## src/sss_pkg.sv

```systemverilog
package sss_pkg;

    localparam int unsigned CFG_IDX_W  = 3;
    localparam int unsigned CFG_DATA_W = 16;

    localparam logic [CFG_IDX_W-1:0] CFG_ANGLE_MIN    = 3'd0;
    localparam logic [CFG_IDX_W-1:0] CFG_ANGLE_MAX    = 3'd1;
    localparam logic [CFG_IDX_W-1:0] CFG_ANGLE_STEP   = 3'd2;
    localparam logic [CFG_IDX_W-1:0] CFG_ANGLE_OFFSET = 3'd3;
    localparam logic [CFG_IDX_W-1:0] CFG_SERVO_MIN    = 3'd4;
    localparam logic [CFG_IDX_W-1:0] CFG_SERVO_MAX    = 3'd5;
    localparam logic [CFG_IDX_W-1:0] CFG_PAUSE_STEP   = 3'd6;
    localparam logic [CFG_IDX_W-1:0] CFG_PAUSE_SCAN   = 3'd7;

    localparam logic [1:0] ACT_STEP   = 2'd0;
    localparam logic [1:0] ACT_SCAN_A = 2'd1;
    localparam logic [1:0] ACT_SCAN_B = 2'd2;
    localparam logic [1:0] ACT_UNUSED = 2'd3;

    localparam int unsigned ANGLE_W = 9;
    localparam int unsigned PULSE_W = 12;
    localparam int unsigned DIST_W  = 9;
    localparam int unsigned PROD_W  = ANGLE_W + PULSE_W;

    localparam logic signed [10:0] DEG_FULL = 11'sd360;
    localparam logic signed [10:0] DEG_HALF = 11'sd180;

    localparam logic [9:0] MAX_DISTANCE_CM = 10'd500;

    typedef struct packed {
        logic [31:0]       now_ms;
        logic [DIST_W-1:0] distance_a_cm;
        logic [DIST_W-1:0] distance_b_cm;
    } t_in;

    typedef struct packed {
        logic [1:0]         action;
        logic [PULSE_W-1:0] servo_pulse_us;
        logic [ANGLE_W-1:0] heading_deg;
        logic [DIST_W-1:0]  distance_cm;
        logic [31:0]        capture_ms;
    } t_out;

endpackage

```

## src/sss_div.sv

```systemverilog
module sss_div #(
    parameter int unsigned NUM_W = 21,
    parameter int unsigned DEN_W = 9
) (
    input  logic             i_clk,
    input  logic             i_rst_n,
    input  logic             i_start,
    input  logic [NUM_W-1:0] i_num,
    input  logic [DEN_W-1:0] i_den,
    output logic             o_done,
    output logic [NUM_W-1:0] o_quot
);

    localparam int unsigned CNT_W = (NUM_W > 1) ? $clog2(NUM_W) : 1;

    logic             r_busy;
    logic             r_done;
    logic [CNT_W-1:0] r_cnt;
    logic [NUM_W-1:0] r_work;
    logic [DEN_W-1:0] r_rem;
    logic [DEN_W-1:0] r_den;

    logic [DEN_W:0]   w_shift;
    logic             w_ge;
    logic [DEN_W:0]   w_sub;

    // restoring division, one quotient bit a cycle
    assign w_shift = {r_rem, r_work[NUM_W-1]};
    assign w_ge    = (w_shift >= {1'b0, r_den});
    assign w_sub   = w_shift - {1'b0, r_den};

    always_ff @(posedge i_clk) begin
        if (!i_rst_n) begin
            r_busy <= 1'b0;
            r_done <= 1'b0;
            r_cnt  <= '0;
        end else begin
            r_done <= 1'b0;
            if (i_start) begin
                r_busy <= 1'b1;
                r_cnt  <= CNT_W'(NUM_W - 1);
                r_work <= i_num;
                r_rem  <= '0;
                r_den  <= i_den;
            end else if (r_busy) begin
                r_work <= {r_work[NUM_W-2:0], w_ge};
                r_rem  <= w_ge ? w_sub[DEN_W-1:0] : w_shift[DEN_W-1:0];
                if (r_cnt == '0) begin
                    r_busy <= 1'b0;
                    r_done <= 1'b1;
                end else begin
                    r_cnt <= r_cnt - 1'b1;
                end
            end
        end
    end

    assign o_done = r_done;
    assign o_quot = r_work;

endmodule

```

## src/servo_sonar_sweep_sequencer_core.sv

```systemverilog
// Servo sweep and dual sonar scan sequencer. Each input item is a time tick
// (millisecond count plus both sonars' latest distances). The block cycles
// through a servo step, a scan of the first sonar and a scan of the second;
// a phase fires once its pause has elapsed since the last firing and then
// yields one result item, otherwise the tick yields none. The block takes
// one tick at a time and stalls its input while working. A servo step
// computes its pulse width with the restoring divider, one quotient bit
// a cycle over the 21-bit pulse product; unless the maximum angle exceeds
// the minimum, the step skips the divider. A finished result waits in an
// output register, so the next tick can be taken while it is still held;
// a further result waits for that register to drain, with the input
// stalled meanwhile.
// Configuration writes belong in idle periods.
module servo_sonar_sweep_sequencer_core (
    input  logic                                i_clk,
    input  logic                                i_rst_n,
    input  logic                                i_in_valid,
    output logic                                o_in_stall,
    input  sss_pkg::t_in                        i_in,
    output logic                                o_out_valid,
    input  logic                                i_out_stall,
    output sss_pkg::t_out                       o_out,
    input  logic                                i_cfg_we,
    input  logic [sss_pkg::CFG_IDX_W-1:0]       i_cfg_idx,
    input  logic [sss_pkg::CFG_DATA_W-1:0]      i_cfg_wdata
);

    typedef enum logic [2:0] {
        S_IDLE,
        S_CHECK,
        S_STEP,
        S_MUL,
        S_DIV,
        S_OUT
    } t_state;

    t_state r_state;

    logic [sss_pkg::ANGLE_W-1:0] r_angle_min;
    logic [sss_pkg::ANGLE_W-1:0] r_angle_max;
    logic [7:0]                  r_angle_step;
    logic [7:0]                  r_angle_offset;
    logic [sss_pkg::PULSE_W-1:0] r_pw_min;
    logic [sss_pkg::PULSE_W-1:0] r_pw_max;
    logic [15:0]                 r_pause_step;
    logic [15:0]                 r_pause_scan;

    logic [1:0]                  r_phase;
    logic                        r_sweep_down;
    logic [sss_pkg::ANGLE_W-1:0] r_cur;
    logic [31:0]                 r_last;

    sss_pkg::t_in                r_tick;
    logic                        r_neg;
    sss_pkg::t_out               r_res;
    logic                        r_out_valid;
    sss_pkg::t_out               r_out;

    logic                        w_stepping;
    logic [31:0]                 w_due;
    logic                        w_fire;
    logic signed [10:0]          w_a;
    logic signed [10:0]          w_amax;
    logic signed [10:0]          w_amin;
    logic                        w_over;
    logic                        w_under;
    logic [sss_pkg::ANGLE_W-1:0] w_a_clamp;
    logic                        w_scan_b;
    logic signed [10:0]          w_h0;
    logic signed [10:0]          w_h;
    logic [sss_pkg::DIST_W-1:0]  w_dist_raw;
    logic [sss_pkg::DIST_W-1:0]  w_dist;
    logic [sss_pkg::ANGLE_W-1:0] w_span;
    logic [sss_pkg::ANGLE_W-1:0] w_den;
    logic signed [12:0]          w_diff;
    logic [sss_pkg::PULSE_W-1:0] w_mag;
    logic [sss_pkg::PROD_W-1:0]  w_prod;
    logic                        w_div_start;
    logic                        w_div_done;
    logic [sss_pkg::PROD_W-1:0]  w_quot;
    logic [12:0]                 w_q_ext;
    logic [12:0]                 w_pulse_sum;
    logic                        w_out_free;

    assign w_stepping = (r_phase == sss_pkg::ACT_STEP) || (r_phase == sss_pkg::ACT_UNUSED);
    assign w_due      = r_last + (w_stepping ? {16'd0, r_pause_step} : {16'd0, r_pause_scan});
    assign w_fire     = (r_tick.now_ms >= w_due);

    // servo step with clamp at either limit
    assign w_amax    = $signed({2'b00, r_angle_max});
    assign w_amin    = $signed({2'b00, r_angle_min});
    assign w_a       = r_sweep_down ? $signed({2'b00, r_cur}) - $signed({3'b000, r_angle_step})
                                    : $signed({2'b00, r_cur}) + $signed({3'b000, r_angle_step});
    assign w_over    = (w_a > w_amax);
    assign w_under   = !w_over && (w_a < w_amin);
    assign w_a_clamp = w_over ? r_angle_max : (w_under ? r_angle_min : w_a[8:0]);

    // scan heading, single wrap correction
    assign w_scan_b = (r_phase == sss_pkg::ACT_SCAN_B);
    assign w_h0     = $signed({2'b00, r_cur}) - (w_scan_b ? sss_pkg::DEG_HALF : 11'sd0)
                      - $signed({3'b000, r_angle_offset});
    always_comb begin
        priority if (w_h0 > sss_pkg::DEG_FULL) begin
            w_h = w_h0 - sss_pkg::DEG_FULL;
        end else if (w_h0 < 11'sd0) begin
            w_h = w_h0 + sss_pkg::DEG_FULL;
        end else begin
            w_h = w_h0;
        end
    end

    assign w_dist_raw = w_scan_b ? r_tick.distance_b_cm : r_tick.distance_a_cm;
    assign w_dist     = ({1'b0, w_dist_raw} > sss_pkg::MAX_DISTANCE_CM) ? '0 : w_dist_raw;

    // pulse map: pw_max moved toward pw_min by (angle - min) * |pw_min - pw_max| / (max - min)
    assign w_span      = r_cur - r_angle_min;
    assign w_den       = r_angle_max - r_angle_min;
    assign w_diff      = $signed({1'b0, r_pw_min}) - $signed({1'b0, r_pw_max});
    assign w_mag       = w_diff[12] ? 12'(-w_diff) : w_diff[11:0];
    assign w_prod      = {{(sss_pkg::PROD_W-sss_pkg::ANGLE_W){1'b0}}, w_span}
                         * {{(sss_pkg::PROD_W-sss_pkg::PULSE_W){1'b0}}, w_mag};
    assign w_div_start = (r_state == S_MUL);

    sss_div #(
        .NUM_W (sss_pkg::PROD_W),
        .DEN_W (sss_pkg::ANGLE_W)
    ) u_div (
        .i_clk   (i_clk),
        .i_rst_n (i_rst_n),
        .i_start (w_div_start),
        .i_num   (w_prod),
        .i_den   (w_den),
        .o_done  (w_div_done),
        .o_quot  (w_quot)
    );

    assign w_q_ext     = {1'b0, w_quot[sss_pkg::PULSE_W-1:0]};
    assign w_pulse_sum = {1'b0, r_pw_max} + (r_neg ? (13'd0 - w_q_ext) : w_q_ext);

    assign w_out_free = !r_out_valid || !i_out_stall;

    always_ff @(posedge i_clk) begin
        if (!i_rst_n) begin
            r_state        <= S_IDLE;
            r_angle_min    <= 9'd0;
            r_angle_max    <= 9'd180;
            r_angle_step   <= 8'd10;
            r_angle_offset <= 8'd90;
            r_pw_min       <= 12'd1000;
            r_pw_max       <= 12'd2000;
            r_pause_step   <= 16'd100;
            r_pause_scan   <= 16'd50;
            r_phase        <= sss_pkg::ACT_STEP;
            r_sweep_down   <= 1'b0;
            r_cur          <= '0;
            r_last         <= '0;
            r_out_valid    <= 1'b0;
        end else begin
            if (i_cfg_we) begin
                unique case (i_cfg_idx)
                    sss_pkg::CFG_ANGLE_MIN:    r_angle_min    <= i_cfg_wdata[8:0];
                    sss_pkg::CFG_ANGLE_MAX:    r_angle_max    <= i_cfg_wdata[8:0];
                    sss_pkg::CFG_ANGLE_STEP:   r_angle_step   <= i_cfg_wdata[7:0];
                    sss_pkg::CFG_ANGLE_OFFSET: r_angle_offset <= i_cfg_wdata[7:0];
                    sss_pkg::CFG_SERVO_MIN:    r_pw_min       <= i_cfg_wdata[11:0];
                    sss_pkg::CFG_SERVO_MAX:    r_pw_max       <= i_cfg_wdata[11:0];
                    sss_pkg::CFG_PAUSE_STEP:   r_pause_step   <= i_cfg_wdata;
                    sss_pkg::CFG_PAUSE_SCAN:   r_pause_scan   <= i_cfg_wdata;
                endcase
            end

            if (r_state == S_OUT && w_out_free) begin
                r_out_valid <= 1'b1;
            end else if (!i_out_stall) begin
                r_out_valid <= 1'b0;
            end

            unique case (r_state)
                S_IDLE: begin
                    if (i_in_valid) begin
                        r_tick  <= i_in;
                        r_state <= S_CHECK;
                    end
                end
                S_CHECK: begin
                    if (!w_fire) begin
                        r_state <= S_IDLE;
                    end else begin
                        r_last             <= r_tick.now_ms;
                        r_res.capture_ms   <= r_tick.now_ms;
                        if (w_stepping) begin
                            r_state <= S_STEP;
                        end else begin
                            r_res.action         <= r_phase;
                            r_res.servo_pulse_us <= '0;
                            r_res.heading_deg    <= w_h[8:0];
                            r_res.distance_cm    <= w_dist;
                            r_phase <= w_scan_b ? sss_pkg::ACT_STEP : sss_pkg::ACT_SCAN_B;
                            r_state <= S_OUT;
                        end
                    end
                end
                S_STEP: begin
                    r_cur                <= w_a_clamp;
                    r_sweep_down         <= r_sweep_down ^ (w_over || w_under);
                    r_phase              <= sss_pkg::ACT_SCAN_A;
                    r_res.action         <= sss_pkg::ACT_STEP;
                    r_res.heading_deg    <= '0;
                    r_res.distance_cm    <= '0;
                    r_res.servo_pulse_us <= r_pw_max;
                    r_state <= (r_angle_max > r_angle_min) ? S_MUL : S_OUT;
                end
                S_MUL: begin
                    r_neg   <= w_diff[12];
                    r_state <= S_DIV;
                end
                S_DIV: begin
                    if (w_div_done) begin
                        r_res.servo_pulse_us <= w_pulse_sum[sss_pkg::PULSE_W-1:0];
                        r_state              <= S_OUT;
                    end
                end
                S_OUT: begin
                    if (w_out_free) begin
                        r_out       <= r_res;
                        r_state     <= S_IDLE;
                    end
                end
                default: r_state <= S_IDLE;
            endcase
        end
    end

    assign o_in_stall  = (r_state != S_IDLE);
    assign o_out_valid = r_out_valid;
    assign o_out       = r_out;

    a_phase_used: assert property (@(posedge i_clk) disable iff (!i_rst_n)
        r_phase != sss_pkg::ACT_UNUSED)
        else $error("unused phase reached");

    a_angle_in_limits: assert property (@(posedge i_clk) disable iff (!i_rst_n)
        (r_state == S_STEP && r_angle_max >= r_angle_min) |=>
            (r_cur >= r_angle_min && r_cur <= r_angle_max))
        else $error("servo angle outside sweep limits");

    a_div_done_in_div: assert property (@(posedge i_clk) disable iff (!i_rst_n)
        w_div_done |-> r_state == S_DIV)
        else $error("divider finished outside divide state");

    a_step_fields: assert property (@(posedge i_clk) disable iff (!i_rst_n)
        (r_out_valid && r_out.action == sss_pkg::ACT_STEP) |->
            (r_out.heading_deg == '0 && r_out.distance_cm == '0))
        else $error("servo step item carries scan fields");

    a_scan_fields: assert property (@(posedge i_clk) disable iff (!i_rst_n)
        (r_out_valid && r_out.action != sss_pkg::ACT_STEP) |->
            (r_out.servo_pulse_us == '0))
        else $error("scan item carries a pulse width");

endmodule
```

## config.mk

```make
export PLATFORM = sky130hd
export DESIGN_NAME = servo_sonar_sweep_sequencer_core
export DESIGN_NICKNAME = d
export VERILOG_FILES = /design/src/sss_pkg.sv /design/src/sss_div.sv /design/src/servo_sonar_sweep_sequencer_core.sv
export SDC_FILE = /design/constraint.sdc
export NUM_CORES = 1
export LEC_CHECK = 0
export BUFFER_PORTS_ARGS = -buffer_cell sky130_fd_sc_hd__buf_2
export CELL_PAD_IN_SITES_DETAIL_PLACEMENT = 2
export CELL_PAD_IN_SITES_GLOBAL_PLACEMENT = 2
export CORE_MARGIN = 4
export CORE_UTILIZATION = 40
export CTS_CLUSTER_DIAMETER = 30
export DETAILED_ROUTE_END_ITERATION = 7
export GPL_TIMING_DRIVEN = 1
export PLACE_DENSITY_LB_ADDON = 0.3
export SLEW_MARGIN = 20
export SYNTH_ARGS = -nofsm -noshare
export SYNTH_HDL_FRONTEND = slang
export SYNTH_HIERARCHICAL = 1
export SYNTH_SLANG_ARGS = --single-unit
```

## constraint.sdc

```tcl
create_clock -name i_clk -period 9.43 [get_ports i_clk]
set_input_delay 0.943 -clock i_clk [delete_from_list [all_inputs] [get_ports i_clk]]
set_output_delay 0.943 -clock i_clk [all_outputs]
set_load 0.005 [all_outputs]
```

==> metrics.md <==
| Metric | Value |
|---|---|
| Status | finished, final reports clean |
| DP HPWL | approximately 56 mm |
| Synth cell types | 89 |
| Buf/Inv on CP | 4 |
| Final setup fails | 0 |
| TritonRoute pass-1 iters | 5 |
| I/O Pins | 140 |
| Tightest Pin Transition | 1.13 ns |
| Worst path required time | about 9.8 ns |
| Placed insts | 3138 |
| Routed wire length per instance | 25.0 um |
| Delay-heaviest family, CP | adder cells |
| Critical path's largest stage delay | 0.68 ns |
| Clock transition at path regs | around 0.04 ns |
| Number of vias per cell | approximately 5.6 |
| Endpoint type of the worst setup path | flip-flop |
| Global route overflow | 0 |
| Die extent in x | 246 um |
| Worst Setup SP | r_pw_max[2]$_SDFFE_PN0P_ |
| Clock sink count | 363 |
| Hold WC Path Type | reg -> reg |
| CTS Buffer Depth | 3 |
| Filler cells | 5789 |
| GRT Resource Usage Total | 0.272 |
| CTS root buffer | clkbuf_16 |
| DRT iter0 DRCs | approximately 1100 |
| Share of cells above drive strength 1 | 0.151 |
| Worst Setup Path Type | reg -> reg |
| Antenna violations before repair | 7 |
| CTS tree | done |
| Core area | 56300 um^2 |
| Port Buffers | 139 |
| Register area share after synthesis | 0.416 |
| Drt drc | 0 |
| Yosys warns | 6 |
| Setup TNS | 0 ns |
| Initial core utilization | 0.403 |
| Post-DRT Antenna Nets | 0 |
| Die area | 60600 um^2 |
| Count of maximum capacitance violations | 0 |
| Max H-tree Level | 3 |
| CTS buffer count | 94 |
| Pins over their slew limit | 0 |
| Footprint of the multi-input gates | between 10000 and 15000 um^2 |
| Row count | 87 |
| Maximum vdd drop | 0.358 mV |
| Area Overhead vs Synth | 20.8% |
| R2r startpoint | r_pw_max[2]$_SDFFE_PN0P_ |
| Resize count post-CTS | 0 |
| Register area | about 9400 um^2 |
| Vias in the first global route | 21500 |
| Clk_skew | roughly 0.068 ns |
| Synth Cell Area | 22700 um^2 |
| Syn nets | 2645 |
| Routed WL | ~83 mm |
| RSZ-0062 raised after global routing | false |
| Final hold vios | 0 |
| Die Height | roughly 250 um |
| Max Clk Rate | roughly 0.13 GHz |
| Placer congestion estimate | around 0.88 |
| Max FO, Critical Path | 9 |
| DR vias | between 15000 and 20000 |
| Worst Min Path Start | r_res[52]$_DFFE_PP_ |
| Number of flops mapped to enable cells by yosys | roughly 220 |
| Cells after Synth | 2301 |
| Tmin final | 7.73 ns |
| Startpoint types | flip-flop |
| Syn Area/Cell | ~9.9 um^2 |
| Fin crit share | 0.819 |
| #FFs+latches synth | roughly 360 |
| Nets | 2823 |
| Worst path arrival time | 8.07 ns |
| Clk Latency, worst-skew pair | 0.67 ns |
| Leakage power | 11.2 nW |
| Pwr dens | 308 nW/um^2 |
| First-pass GRT wire length | 128 mm |
| Post-CTS Setup Inserts | 0 |
| Final WS setup | 1.70 ns |
| Final Non-Filler Cells | 3316 |
| Relative slew slack | 0.246 |
| Post-CTS Hold Fix Bufs | 0 |
| Pre-CTS setup slack | 1.86 ns |
| Async S/R FF share, synth | 0 |
| Power Total | 8.45 mW |
| Top FF cell, synth | edfxtp_1 |
| Pin count of the biggest net entering global routing | 75 |
| Slowest cell on the critical path | xnor2_1 |
cells in the final DEF (no fill, tap or decap), types with 11 or more instances in the layout:
cell type,instances
nand2_1,251
clkbuf_16,97
a21oi_1,200
mux2i_1,16
dfxtp_1,145
fa_1,80
xor2_1,54
nand4_1,12
o31ai_1,12
or3_1,17
or2_2,15
a31oi_1,15
nand2b_1,47
clkbuf_1,21
buf_4,22
inv_1,218
nor2_1,123
clkinv_2,24
nand3_1,76
and2_1,11
o211ai_1,30
and3_1,16
xnor2_1,59
nor3_1,32
mux2_2,37
buf_2,139
o21a_1,25
nor2b_1,24
o21ai_0,107
a211oi_1,16
a21o_1,26
ha_1,190
edfxtp_1,218
flip-flops by register name, summed over array words and instances, names as in the netlist, 16 cells and up:
| name | count |
|---|---|
| o_out | 64 |
| r_last | 32 |
| r_tick | 50 |
| r_pause_step | 16 |
| r_res | 64 |
| r_pause_scan | 16 |
| u_div/o_quot | 21 |
metal layers:
layer  vias to the layer above  global-route usage  part of all wire
li1                       8482                   -                 -
met1                      9603               0.328              0.41
met2                       428               0.480              0.50
met3                       171              0.0544             0.045
met4                         6               0.102             0.038
met5                         -                   0           0.00055
worst register-to-register path, stage by stage, from the launching register on:
cell      delay, ns
dfxtp_1        0.37
inv_1          0.08
ha_1           0.33
nor2b_1        0.18
o31a_1         0.31
o2111a_1       0.29
o21a_1         0.25
o21ai_4        0.29
nand3_1        0.15
xnor2_1        0.68
or2_2          0.26
fa_1           0.44
inv_1          0.10
fa_1           0.44
fa_1           0.56
inv_1          0.06
fa_1           0.53
inv_1          0.04
ha_1           0.33
or2_2          0.31
a21oi_1        0.21
a211oi_1       0.12
o31a_1         0.38
a21o_1         0.20
a21oi_1        0.17
xnor2_1        0.08
mux2_2         0.27
Yosys cell counts, types with 26 or more instances:
| cell | n | area share |
|---|---|---|
| a21o_1 | 26 | 0.0086 |
| a21oi_1 | 201 | 0.044 |
| clkbuf_1 | 65 | 0.011 |
| dfxtp_1 | 145 | 0.13 |
| edfxtp_1 | 218 | 0.29 |
| fa_1 | 80 | 0.071 |
| ha_1 | 190 | 0.10 |
| inv_1 | 219 | 0.036 |
| mux2_2 | 37 | 0.018 |
| nand2_1 | 251 | 0.042 |
| nand2b_1 | 47 | 0.013 |
| nand3_1 | 76 | 0.017 |
| nor2_1 | 126 | 0.021 |
| nor3_1 | 33 | 0.0073 |
| o211ai_1 | 30 | 0.0099 |
| o21a_1 | 26 | 0.0086 |
| o21ai_0 | 107 | 0.024 |
| xnor2_1 | 59 | 0.023 |
| xor2_1 | 54 | 0.021 |
layout make-up:
cell class | count | area share
multi-input cells | 1637 | 0.443
flip-flops and latches | 363 | 0.345
clock buffers | 126 | 0.0954
well taps | 756 | 0.0345
repair buffers | 162 | 0.0321
inverters | 221 | 0.0303
clock inverters | 47 | 0.0196
diodes | 4 | 0.000365
kinds of logic (layout without fill, tap and decap cells):
logic type      after synthesis  in the layout  share of synthesized area
flops                       363            363                      0.416
buf+inv                     301            556                     0.0510
fa+ha+maj                   270            270                      0.175
simple gates                662            662                      0.138
other cells                   0              4                          0
compound gates              536            536                      0.148
mux                          54             54                     0.0259
xor+xnor                    115            115                     0.0453
path summary, 6_finish.rpt:
path	to	slack [ns]	cells past startpoint
worst max-delay path	u_div/o_quot[20]$_DFFE_PP_	1.70	26
worst min-delay path	o_out[52]$_DFFE_PP_	0.41	0
worst min register to register	o_out[52]$_DFFE_PP_	0.41	0
worst max register to register	u_div/o_quot[20]$_DFFE_PP_	1.70	26
report_power, final:
part,total [mW],switching [mW],internal (mW),leakage (nW)
logic,3.41,2.05,1.36,6.47
registers,1.86,0.0731,1.79,3.16
clock network,3.18,1.05,2.13,1.55
total,8.45,3.17,5.28,11.2
per-stage QoR:
step	hold slack, ns	util	cell area [um^2]
2_1_floorplan	0.400	-	22700
3_3_place_gp	0.401	0.430	24200
4_1_cts	0.412	0.486	27400
5_1_grt	0.424	0.487	27400
6_report	0.413	0.487	27400
3_5_place_dp	0.406	0.430	24200
Note: power is estimated with default switching activity, not from simulation.
